File: src/hdl/tem_pkg.sv
// tem_pkg: shared constants and types for the threshold event merger.
// No dependencies; imported by every module of the block.
`default_nettype none

package tem_pkg;

    // Configuration port geometry
    localparam int DATA_BITS = 32;
    localparam int ADDR_BITS = 3;

    // Reset level of the threshold register (6.0 in Q8.8)
    localparam int THRESHOLD_RESET = 1536;

    // Queue depths (powers of two)
    localparam int CQ_DEPTH = 4;
    localparam int RQ_DEPTH = 4;

    // Register select, taken from paddr[2]
    typedef enum logic {
        REG_THRESHOLD      = 1'b0,
        REG_MERGE_DISTANCE = 1'b1
    } reg_sel_t;

    // Per-sample classification carried with each command
    typedef struct packed {
        logic above;
        logic last;
    } cmd_flags_t;

    // Queue status seen by producer and consumer
    typedef struct packed {
        logic empty;
        logic full;
    } q_status_t;

endpackage

`default_nettype wire

File: src/hdl/tem_cmdq.sv
// tem_cmdq: small register FIFO between front and back sections.
// Depends on tem_pkg (q_status_t).
`default_nettype none

module tem_cmdq #(
    parameter int WIDTH = 42,
    parameter int DEPTH = 4
) (
    input  wire logic               clk,
    input  wire logic               rst_n,
    input  wire logic               push,
    input  wire logic [WIDTH-1:0]   wdata,
    input  wire logic               pop,
    output logic [WIDTH-1:0]        rdata,
    output tem_pkg::q_status_t      status
);
    import tem_pkg::*;

    localparam int PTR_W = (DEPTH > 1) ? $clog2(DEPTH) : 1;
    localparam int CNT_W = $clog2(DEPTH + 1);

    logic [WIDTH-1:0] mem_reg [DEPTH];
    logic [PTR_W-1:0] wp_reg;
    logic [PTR_W-1:0] rp_reg;
    logic [CNT_W-1:0] cnt_reg;
    logic [CNT_W-1:0] cnt_next;
    logic             do_push;
    logic             do_pop;

    assign status.empty = (cnt_reg == '0);
    assign status.full  = (cnt_reg == CNT_W'(DEPTH));
    assign do_push      = push && !status.full;
    assign do_pop       = pop && !status.empty;
    assign rdata        = mem_reg[rp_reg];

    // occupancy
    always_comb
    begin
        cnt_next = cnt_reg + CNT_W'(do_push) - CNT_W'(do_pop);
    end

    // pointers and count
    always_ff @(posedge clk or negedge rst_n)
    begin
        if (!rst_n)
        begin
            wp_reg  <= '0;
            rp_reg  <= '0;
            cnt_reg <= '0;
        end
        else
        begin
            if (do_push)
            begin
                wp_reg <= wp_reg + PTR_W'(1);
            end
            if (do_pop)
            begin
                rp_reg <= rp_reg + PTR_W'(1);
            end
            cnt_reg <= cnt_next;
        end
    end

    // storage
    always_ff @(posedge clk)
    begin
        if (do_push)
        begin
            mem_reg[wp_reg] <= wdata;
        end
    end

endmodule

`default_nettype wire

File: src/hdl/tem_front.sv
// tem_front: numbers incoming samples and compares them against the threshold.
// Depends on tem_pkg; feeds tem_cmdq.
`default_nettype none

module tem_front #(
    parameter int INDEX_BITS  = 24,
    parameter int SAMPLE_BITS = 16
) (
    input  wire logic                                  clk,
    input  wire logic                                  rst_n,
    input  wire logic                                  push,
    output logic                                       full,
    input  wire logic signed [SAMPLE_BITS-1:0]         sample_value,
    input  wire logic                                  last_sample,
    input  wire logic signed [SAMPLE_BITS-1:0]         threshold,
    input  wire tem_pkg::q_status_t                    cq_status,
    output logic                                       cq_push,
    output logic [2+SAMPLE_BITS+INDEX_BITS-1:0]        cq_data
);
    import tem_pkg::*;

    logic [INDEX_BITS-1:0] idx_reg;
    logic [INDEX_BITS-1:0] idx_next;
    cmd_flags_t            flags;

    assign full    = cq_status.full;
    assign cq_push = push && !cq_status.full;

    // classify the sample
    always_comb
    begin
        flags.above = (sample_value > threshold);
        flags.last  = last_sample;
        cq_data     = {flags, sample_value, idx_reg};
    end

    // sample index restarts after the final sample of a series
    always_comb
    begin
        idx_next = last_sample ? '0 : idx_reg + INDEX_BITS'(1);
    end

    always_ff @(posedge clk or negedge rst_n)
    begin
        if (!rst_n)
        begin
            idx_reg <= '0;
        end
        else if (cq_push)
        begin
            idx_reg <= idx_next;
        end
    end

endmodule

`default_nettype wire

File: src/hdl/tem_back.sv
// tem_back: event tracking and merging, plus the result queue (up to two writes per cycle).
// Depends on tem_pkg; consumes commands from tem_cmdq.
`default_nettype none

module tem_back #(
    parameter int INDEX_BITS  = 24,
    parameter int SAMPLE_BITS = 16
) (
    input  wire logic                               clk,
    input  wire logic                               rst_n,
    input  wire logic [INDEX_BITS-1:0]              merge_distance,
    input  wire tem_pkg::q_status_t                 cq_status,
    input  wire logic [2+SAMPLE_BITS+INDEX_BITS-1:0] cq_data,
    output logic                                    cq_pop,
    output logic                                    empty,
    input  wire logic                               pop,
    output logic signed [SAMPLE_BITS-1:0]           peak_value,
    output logic [INDEX_BITS-1:0]                   peak_index,
    output logic [INDEX_BITS-1:0]                   begin_index,
    output logic [INDEX_BITS:0]                     end_index,
    output logic                                    last_event
);
    import tem_pkg::*;

    localparam int REC_W = SAMPLE_BITS + 3 * INDEX_BITS + 2;
    localparam int PTR_W = $clog2(RQ_DEPTH);
    localparam int CNT_W = $clog2(RQ_DEPTH + 1);

    // command fields
    cmd_flags_t                   c_flags;
    logic signed [SAMPLE_BITS-1:0] c_value;
    logic [INDEX_BITS-1:0]        c_idx;

    // open event state
    logic                          open_reg;
    logic [INDEX_BITS-1:0]         begin_reg;
    logic [INDEX_BITS-1:0]         lastab_reg;
    logic signed [SAMPLE_BITS-1:0] pval_reg;
    logic [INDEX_BITS-1:0]         pidx_reg;
    logic                          open_next;
    logic [INDEX_BITS-1:0]         begin_next;
    logic [INDEX_BITS-1:0]         lastab_next;
    logic signed [SAMPLE_BITS-1:0] pval_next;
    logic [INDEX_BITS-1:0]         pidx_next;

    logic [INDEX_BITS:0]           gap_limit;
    logic                          is_gap;
    logic                          close_ev;
    logic                          final_ev;
    logic                          fire;
    logic [REC_W-1:0]              closed_rec;
    logic [REC_W-1:0]              final_rec;
    logic [REC_W-1:0]              slot0_rec;
    logic [1:0]                    wcnt;

    // result queue
    logic [REC_W-1:0] mem_reg [RQ_DEPTH];
    logic [PTR_W-1:0] wp_reg;
    logic [PTR_W-1:0] rp_reg;
    logic [CNT_W-1:0] cnt_reg;
    logic             pop_ok;
    logic [REC_W-1:0] head_rec;

    assign {c_flags, c_value, c_idx} = cq_data;

    // take a command only when the result queue can absorb two events
    assign fire   = !cq_status.empty && (cnt_reg <= CNT_W'(RQ_DEPTH - 2));
    assign cq_pop = fire;

    // gap test without overflow on the stored index
    always_comb
    begin
        gap_limit = {1'b0, lastab_reg} + {1'b0, merge_distance};
        is_gap    = ({1'b0, c_idx} > gap_limit);
    end

    // state update for one sample
    always_comb
    begin
        open_next   = open_reg;
        begin_next  = begin_reg;
        lastab_next = lastab_reg;
        pval_next   = pval_reg;
        pidx_next   = pidx_reg;
        close_ev    = 1'b0;
        if (c_flags.above)
        begin
            if (!open_reg || is_gap)
            begin
                close_ev    = open_reg;
                open_next   = 1'b1;
                begin_next  = c_idx;
                lastab_next = c_idx;
                pval_next   = c_value;
                pidx_next   = c_idx;
            end
            else
            begin
                lastab_next = c_idx;
                if (c_value > pval_reg)
                begin
                    pval_next = c_value;
                    pidx_next = c_idx;
                end
            end
        end
        final_ev = c_flags.last && open_next;
    end

    // event records
    always_comb
    begin
        closed_rec = {pval_reg, pidx_reg, begin_reg,
                      {1'b0, lastab_reg} + (INDEX_BITS + 1)'(1), 1'b0};
        final_rec  = {pval_next, pidx_next, begin_next,
                      {1'b0, lastab_next} + (INDEX_BITS + 1)'(1), 1'b1};
        slot0_rec  = close_ev ? closed_rec : final_rec;
        wcnt       = fire ? (2'(close_ev) + 2'(final_ev)) : 2'd0;
    end

    // open-event flag
    always_ff @(posedge clk or negedge rst_n)
    begin
        if (!rst_n)
        begin
            open_reg <= 1'b0;
        end
        else if (fire)
        begin
            open_reg <= open_next && !c_flags.last;
        end
    end

    // open-event payload
    always_ff @(posedge clk)
    begin
        if (fire)
        begin
            begin_reg  <= begin_next;
            lastab_reg <= lastab_next;
            pval_reg   <= pval_next;
            pidx_reg   <= pidx_next;
        end
    end

    // result queue control
    assign empty  = (cnt_reg == '0);
    assign pop_ok = pop && !empty;

    always_ff @(posedge clk or negedge rst_n)
    begin
        if (!rst_n)
        begin
            wp_reg  <= '0;
            rp_reg  <= '0;
            cnt_reg <= '0;
        end
        else
        begin
            wp_reg  <= wp_reg + PTR_W'(wcnt);
            rp_reg  <= rp_reg + PTR_W'(pop_ok);
            cnt_reg <= cnt_reg + CNT_W'(wcnt) - CNT_W'(pop_ok);
        end
    end

    // result queue storage, up to two transfers written per cycle
    always_ff @(posedge clk)
    begin
        if (wcnt != 2'd0)
        begin
            mem_reg[wp_reg] <= slot0_rec;
        end
        if (wcnt == 2'd2)
        begin
            mem_reg[wp_reg + PTR_W'(1)] <= final_rec;
        end
    end

    // head of the queue
    assign head_rec = mem_reg[rp_reg];
    assign {peak_value, peak_index, begin_index, end_index, last_event} = head_rec;

endmodule

`default_nettype wire

File: src/hdl/threshold_event_merger.sv
// threshold_event_merger: top level; configuration registers and the front/back sections.
// Depends on tem_pkg, tem_front, tem_cmdq, tem_back.
//
//   Channel   Handshake                      Payload
//   input     push / full                    sample_value, last_sample
//   result    empty / pop                    peak_value, peak_index, begin_index,
//                                            end_index, last_event
//   config    psel, penable, pwrite, pready  paddr, pwdata, prdata
//
// One sample per cycle is taken while full is low; the event unit handles one command
// per cycle while the result queue has room for two results. A sample's command is
// registered in the command queue; the event unit writes its results into the result
// queue, whose head drives the result ports. A sample that closes one event and
// flushes another writes two results in the same cycle. Reset clears the index
// counter, open-event flag and queues; registers return to threshold 1536, merge
// distance 0. A stalled result side backs up into the command queue, which raises full.
`default_nettype none

module threshold_event_merger #(
    parameter int INDEX_BITS  = 24,
    parameter int SAMPLE_BITS = 16
) (
    input  wire logic                                clk,
    input  wire logic                                rst_n,
    // sample input
    input  wire logic                                push,
    output logic                                     full,
    input  wire logic signed [SAMPLE_BITS-1:0]       sample_value,
    input  wire logic                                last_sample,
    // event output
    output logic                                     empty,
    input  wire logic                                pop,
    output logic signed [SAMPLE_BITS-1:0]            peak_value,
    output logic [INDEX_BITS-1:0]                    peak_index,
    output logic [INDEX_BITS-1:0]                    begin_index,
    output logic [INDEX_BITS:0]                      end_index,
    output logic                                     last_event,
    // configuration
    input  wire logic                                psel,
    input  wire logic                                penable,
    input  wire logic                                pwrite,
    input  wire logic [tem_pkg::ADDR_BITS-1:0]       paddr,
    input  wire logic [tem_pkg::DATA_BITS-1:0]       pwdata,
    output logic [tem_pkg::DATA_BITS-1:0]            prdata,
    output logic                                     pready
);
    import tem_pkg::*;

    localparam int CMD_W = 2 + SAMPLE_BITS + INDEX_BITS;

    logic signed [SAMPLE_BITS-1:0] threshold_reg;
    logic [INDEX_BITS-1:0]         merge_reg;
    logic                          cfg_wr;
    reg_sel_t                      cfg_sel;

    logic             cq_push;
    logic             cq_pop;
    logic [CMD_W-1:0] cq_wdata;
    logic [CMD_W-1:0] cq_rdata;
    q_status_t        cq_status;

    // configuration access
    assign pready  = 1'b1;
    assign cfg_wr  = psel && penable && pwrite && pready;
    assign cfg_sel = reg_sel_t'(paddr[2]);

    always_ff @(posedge clk or negedge rst_n)
    begin
        if (!rst_n)
        begin
            threshold_reg <= SAMPLE_BITS'(THRESHOLD_RESET);
            merge_reg     <= '0;
        end
        else if (cfg_wr)
        begin
            unique case (cfg_sel)
                REG_THRESHOLD:      threshold_reg <= pwdata[SAMPLE_BITS-1:0];
                REG_MERGE_DISTANCE: merge_reg     <= pwdata[INDEX_BITS-1:0];
                default:            ;
            endcase
        end
    end

    // register read-back
    always_comb
    begin
        unique case (cfg_sel)
            REG_THRESHOLD:      prdata = DATA_BITS'(threshold_reg);
            REG_MERGE_DISTANCE: prdata = DATA_BITS'(merge_reg);
            default:            prdata = '0;
        endcase
    end

    tem_front #(
        .INDEX_BITS  (INDEX_BITS),
        .SAMPLE_BITS (SAMPLE_BITS)
    ) u_front (
        .clk          (clk),
        .rst_n        (rst_n),
        .push         (push),
        .full         (full),
        .sample_value (sample_value),
        .last_sample  (last_sample),
        .threshold    (threshold_reg),
        .cq_status    (cq_status),
        .cq_push      (cq_push),
        .cq_data      (cq_wdata)
    );

    tem_cmdq #(
        .WIDTH (CMD_W),
        .DEPTH (CQ_DEPTH)
    ) u_cmdq (
        .clk    (clk),
        .rst_n  (rst_n),
        .push   (cq_push),
        .wdata  (cq_wdata),
        .pop    (cq_pop),
        .rdata  (cq_rdata),
        .status (cq_status)
    );

    tem_back #(
        .INDEX_BITS  (INDEX_BITS),
        .SAMPLE_BITS (SAMPLE_BITS)
    ) u_back (
        .clk            (clk),
        .rst_n          (rst_n),
        .merge_distance (merge_reg),
        .cq_status      (cq_status),
        .cq_data        (cq_rdata),
        .cq_pop         (cq_pop),
        .empty          (empty),
        .pop            (pop),
        .peak_value     (peak_value),
        .peak_index     (peak_index),
        .begin_index    (begin_index),
        .end_index      (end_index),
        .last_event     (last_event)
    );

endmodule

`default_nettype wire

File: config.mk
export PLATFORM = sky130hd
export DESIGN_NAME = threshold_event_merger
export DESIGN_NICKNAME = d
export VERILOG_FILES = /design/src/hdl/tem_pkg.sv /design/src/hdl/tem_cmdq.sv /design/src/hdl/tem_front.sv /design/src/hdl/tem_back.sv /design/src/hdl/threshold_event_merger.sv
export SDC_FILE = /design/constraint.sdc
export NUM_CORES = 1
export LEC_CHECK = 0
export BUFFER_PORTS_ARGS = -buffer_cell sky130_fd_sc_hd__buf_2
export CORE_ASPECT_RATIO = 0.8
export CORE_UTILIZATION = 30
export DETAILED_ROUTE_END_ITERATION = 6
export GPL_TIMING_DRIVEN = 0
export PLACE_DENSITY_LB_ADDON = 0.3
export SYNTH_ARGS = -nofsm -noshare
export SYNTH_HDL_FRONTEND = slang
export SYNTH_SLANG_ARGS = --single-unit
File: constraint.sdc
create_clock -name clk -period 12.68 [get_ports clk]
set_clock_uncertainty 0.2 [all_clocks]
set_input_delay 1.902 -clock clk [delete_from_list [all_inputs] [get_ports clk]]
set_output_delay 1.902 -clock clk [all_outputs]
set_load 0.1 [all_outputs]
=== Word level (Yosys, flattened, before mapping) ===
Memory sizes are Yosys's and may differ from the RTL's.
Index checks and enable logic that the tools add are counted.
Widths: inputs -> output; s select.

* Flip-flop bits (word level): 167
* RAM bits: 528
* Input port bits: 59
* Output and inout port bits: 125
* Memories kept: 2

{| class="wikitable"
|+ Memories
! name !! depth !! width !! rd ports !! clocked after memory_dff !! wr ports !! RTL line !! text
|-
| u_back.mem_reg || 4 || 90 || 1 || 0 || 2 || tem_back.sv:57 || <nowiki>logic [REC_W-1:0] mem_reg [RQ_DEPTH];</nowiki>
|-
| u_cmdq.mem_reg || 4 || 42 || 1 || 0 || 1 || tem_cmdq.sv:22 || <nowiki>logic [WIDTH-1:0] mem_reg [DEPTH];</nowiki>
|}

* Add/sub/neg operators: 14
* $lt $le $gt $ge: 4
* Equal/unequal tests: 2
* Muxes and demuxes: 23
* Bitwise logic cells: 1
* Reductions and logical operators: 20

{| class="wikitable"
|+ Operators with widths
! cell !! count
|-
| $mux 24 || 7
|-
| $mux 90 || 1
|-
| $pmux 32 s2 || 1
|-
| $add 24x1->25 const B || 2
|-
| $mux 16 || 3
|-
| $gt 16x16->1 || 2
|-
| $add 24x24->25 || 1
|-
| $gt 24x25->1 || 1
|-
| $add 24x1->24 const B || 1
|-
| $mux 1 || 10
|-
| $logic_and 1x1->1 || 9
|-
| $add 2x1->2 const B || 3
|-
| $logic_not 3->1 || 2
|-
| $sub 3x1->3 || 2
|-
| $logic_not 1->1 || 5
|-
| $reduce_and 2->1 || 2
|-
| $add 3x1->3 || 1
|-
| $add 3x2->3 || 1
|-
| $eq 3x3->1 const B || 1
|-
| $le 3x2->1 const B || 1
|-
| $add 1x1->2 || 1
|-
| $add 2x1->2 || 1
|-
| $add 2x2->2 || 1
|-
| $eq 2x2->1 const B || 1
|-
| other kinds (4) || 4
|}

=== Longest topological paths before layout ===
* Depth in word-level cells: 11
* Depth in mapped cells: 30
* Depth with buffers taken out: 27

=== Cells and area by module ===
Synthesis repeated with hierarchy kept, for this count alone.

* Cell total of the unflattened synthesis: 2297
* Area total of the unflattened synthesis: 34465.6 um2

{| class="wikitable"
|+ Modules (own cells, without submodules)
! module !! instances !! cells each !! area each (um2) !! seq. area each (um2)
|-
| tem_back || 1 || 1712 || 24248.3 || 13613.1
|-
| tem_cmdq || 1 || 262 || 6575.1 || 5220.0
|-
| threshold_event_merger || 1 || 133 || 1905.6 || 1003.5
|-
| tem_front || 1 || 190 || 1736.7 || 600.6
|}

=== Worst setup path after synthesis ===
No wires, ideal clock.

* Kind: reg-to-reg
* Start: reg u_back.lastab_reg[2]
* End: mem u_back.mem_reg[1][50] in the netlist's numbering (data pin)
* Arrival time: 10.786 ns
* Required time: 12.348 ns
* Path slack: 1.562 ns
* Stages on the path, launching flop included: 30
* Buffers on the path: 4
* Clock period less this slack: 11.118 ns
* Path through: edfxtp_1 > ha_1 > o21a_1 > a2111oi_0 > o21bai_1 > a2111oi_0 > a2bb2oi_1 > a21oi_1 > a21o_1 > a21oi_1 > xor2_1 > ha_1 > nand3_1 > nor4_1 > o21ai_0 > a21oi_1 > o21ai_0 > a211o_1 > inv_2 > buf_2 > buf_2 > ha_1 > clkbuf_1 > mux2i_1 > nor2b_1 > nor2b_1 > o21ai_1 > nor2_1 > clkbuf_1 > a22o_1

{| class="wikitable"
|+ RTL lines
! item !! RTL line !! text
|-
| from (decl) || tem_back.sv:37 || <nowiki>logic [INDEX_BITS-1:0] lastab_reg;</nowiki>
|-
| from (signal assigned) || tem_back.sv:140 || <nowiki>lastab_reg <= lastab_next;</nowiki>
|-
| to (decl) || tem_back.sv:57 ||
|}

==> key figures <==
Synth
  • Cells after synthesis: 2375
  • Post-synth top flop: edfxtp_1
  • Synthesized area: 33510 um2
  • Sequential fraction of the synthesis area: 60.99%
  • Syn nets: 2532
  • YS warnings: 0
  • Synth Register Bits: 695
  • EDFF count, synth: 612
  • Syn avg cell area: approximately 14 um2
  • Number of distinct library cells after synthesis: 68
  • Ys async rst share: 11.37%

Clock network
  • Depth of the CTS H-tree: 3
  • CTS tree: yes
  • CTS hold repair buffers: 0
  • Skew-Pair Late Insertion Delay: 660 ps
  • Post-CTS setup buffer count: 0
  • Clock Tree Buf Depth: 3
  • Clock Sinks: 695
  • Clk root buf: clkbuf_16
  • Post-cts sizing count: 0
  • CTS Buf Count: 72
  • Worst-path clk slew: 60 ps

STA
  • Worst hold slack: 268.7 ps
  • Crit path time final: 10220 ps
  • Final hold vios: 0
  • Post-route clock period utilization: roughly four fifths
  • Max transition margin: 23.34%
  • RSZ-0062 raised after global routing: false
  • Max Transition Viols Final: 0
  • Fmax: 0.09780 GHz
  • Worst-Margin Slew: 1150 ps
  • Setup TNS Final: 0 ps
  • Final setup viols: 0

Route
  • Remaining antenna violation count: 0
  • Drt wl/cell: 23.91 um
  • Drt total wl: roughly 100000 um
  • DRC: 0
  • Vias: ~22000
  • Starting DRT DRC Count: 2180
  • DR pass1 iterations: 6
  • DR vias/cell: between 5 and 6

Critical path
  • CP arrival: ~11000 ps
  • CP delay by family, top: compound AO/OA/AOI/OAI gates
  • Crit start category: flip-flop
  • Slowest CP cell: a2111oi_0
  • Crit. End Element: flip-flop
  • R2R cell count: 29
  • FF-to-FF setup slack: 2460 ps
  • CP max FO: 13
  • Cell depth of the worst setup path: 29
  • Slowest cell delay on critical path: between 700 and 800 ps
  • WP buf/inv: 5
  • Setup CP Type: reg -> reg
  • Data required, critical path: 13010 ps

Die
  • Die H: about 300 um
  • Starting Density: 30.30%
  • Std cell rows: 109
  • Die width: ~380 um
  • Die area: 113100 um2
  • Area of the core: 110600 um2
  • IO Pins: about 180

Min path
  • WHS Path Cells: 2
  • Worst hold-check path type: reg -> reg

Status
  • Outcome: completed

Flow run
  • Max-capacitance violation count: 0

Finish
  • Non-Filler Instances: 4204
  • Synth-to-Final Area Change: 16.55%
  • Design area: 39060 um2
  • Number of flip-flops in the largest register: 360
  • Layout cell share with drive strength beyond 1: between 20% and 30%
  • Fin nets: 2802

Global route
  • Largest net degree at the start of global routing: 57
  • Initial antenna violation count: 14
  • Total GRT Usage: 17.72%
  • Vias in the first global route: 20946
  • GRT overflow: 0
  • First-pass GRT wire length: 146700 um

Placed design
  • Placed Area: around 37000 um2
  • Final HPWL DP: 70980 um
  • IO buf count: 172
  • GP Congestion: 0.8437
  • Placed Cells: 4069
synthesized netlist by cell type, types with 23 or more instances:
| cell | count | area [um2] |
|---|---|---|
| edfxtp_1 | 612 | 18380 |
| nand2_1 | 221 | 829.6 |
| a22o_1 | 160 | 1401 |
| o21ai_0 | 155 | 775.7 |
| mux4_2 | 131 | 2950 |
| o22ai_1 | 98 | 613.1 |
| inv_1 | 96 | 360.4 |
| ha_1 | 95 | 1189 |
| nor2_1 | 95 | 356.6 |
| mux2_2 | 84 | 945.9 |
| dfrtp_1 | 77 | 1927 |
| clkbuf_1 | 73 | 274.0 |
| xnor2_1 | 48 | 420.4 |
| a21oi_1 | 46 | 230.2 |
| buf_2 | 43 | 215.2 |
| xor2_1 | 43 | 376.6 |
| mux2i_1 | 37 | 370.4 |
| nand3_1 | 27 | 135.1 |
| nand4_1 | 23 | 143.9 |
logic make-up (layout without fill, tap and decap cells):
group | count (synthesis) | count (layout) | share of synthesized area, %
adders and majority gates | 98 | 98 | 3.726
and+or+nand+nor | 457 | 457 | 6.235
xor gates and xnor gates | 91 | 91 | 2.378
DFF | 695 | 695 | 60.99
AOI/OAI and AO/OA | 538 | 538 | 10.82
muxes | 253 | 253 | 12.81
other | 1 | 6 | 0.01119
buffers and inverters | 242 | 568 | 3.028
cell type report:
| class | instances | area, um2 |
|---|---|---|
| antenna | 5 | 12.51 |
| fill | 10687 | 71550 |
| tap | 1498 | 1874 |
| clock buffer | 90 | 1921 |
| buffer | 145 | 650.6 |
| timing repair buffer | 196 | 1358 |
| sequential | 695 | 20440 |
| multi-input combinational | 1438 | 12100 |
| inverter | 97 | 364.1 |
| clock inverter | 40 | 344.1 |
routing by layer:
layer | up-vias | wire [um] | track usage [%]
met5 | - | 70 | 0
met4 | 12 | 1789 | 4.052
met3 | 124 | 6844 | 3.176
li1 | 9798 | - | -
met2 | 733 | 44460 | 26.31
met1 | 10893 | 47350 | 26.71
placed cells by master, fill, tap and decap left out, types with 7 or more instances in the layout:
cell type / instances
mux4_2: 131
buf_1: 17
o22ai_1: 98
inv_1: 96
o21ai_0: 155
clkbuf_16: 73
buf_2: 214
a21oi_1: 46
o21a_1: 11
ha_1: 95
clkinv_1: 16
nor2b_1: 11
buf_16: 7
clkinv_2: 13
xnor2_1: 48
edfxtp_1: 612
a31oi_1: 11
clkbuf_1: 87
nand2_1: 220
dfrtp_1: 77
a21o_1: 17
nand4_1: 23
nor2_1: 94
buf_12: 10
mux2_2: 84
a22o_1: 160
buf_4: 11
and2_1: 12
xor2_1: 43
nand3_1: 27
and3_1: 10
mux2i_1: 37
nand2b_1: 9
nor3_1: 11
stage by stage:
stage / setup WS, ps / utilization [%]
3_5_place_dp: 2679 / 33.25
4_1_cts: 2605 / 35.30
3_3_place_gp: -9075 / 32.77
6_report: 2455 / 35.31
2_1_floorplan: 1562 / -
5_1_grt: 1835 / 35.30
worst min-delay path, delay by kind of cell (launching register included):
kind / cells / cell delay [ps]
DFF: 1 / 320
and+or+nand+nor: 2 / 110
worst paths after layout:
| path | startpoint | endpoint |
|---|---|---|
| worst max-delay path | u_back.lastab_reg[0] | u_back.mem_reg[1][79] |
| worst min-delay path | u_back.mem_reg[3][0] | u_back.mem_reg[3][0] |
| worst max register to register | u_back.lastab_reg[0] | u_back.mem_reg[1][79] |
| worst min register to register | u_back.mem_reg[3][0] | u_back.mem_reg[3][0] |
| max in group asynchronous | rst_n | threshold_reg[9] |
| min in group asynchronous | rst_n | threshold_reg[15] |
Power is not shown: default switching activity piles up to over one toggle a cycle in this logic, so the estimate is an artifact.
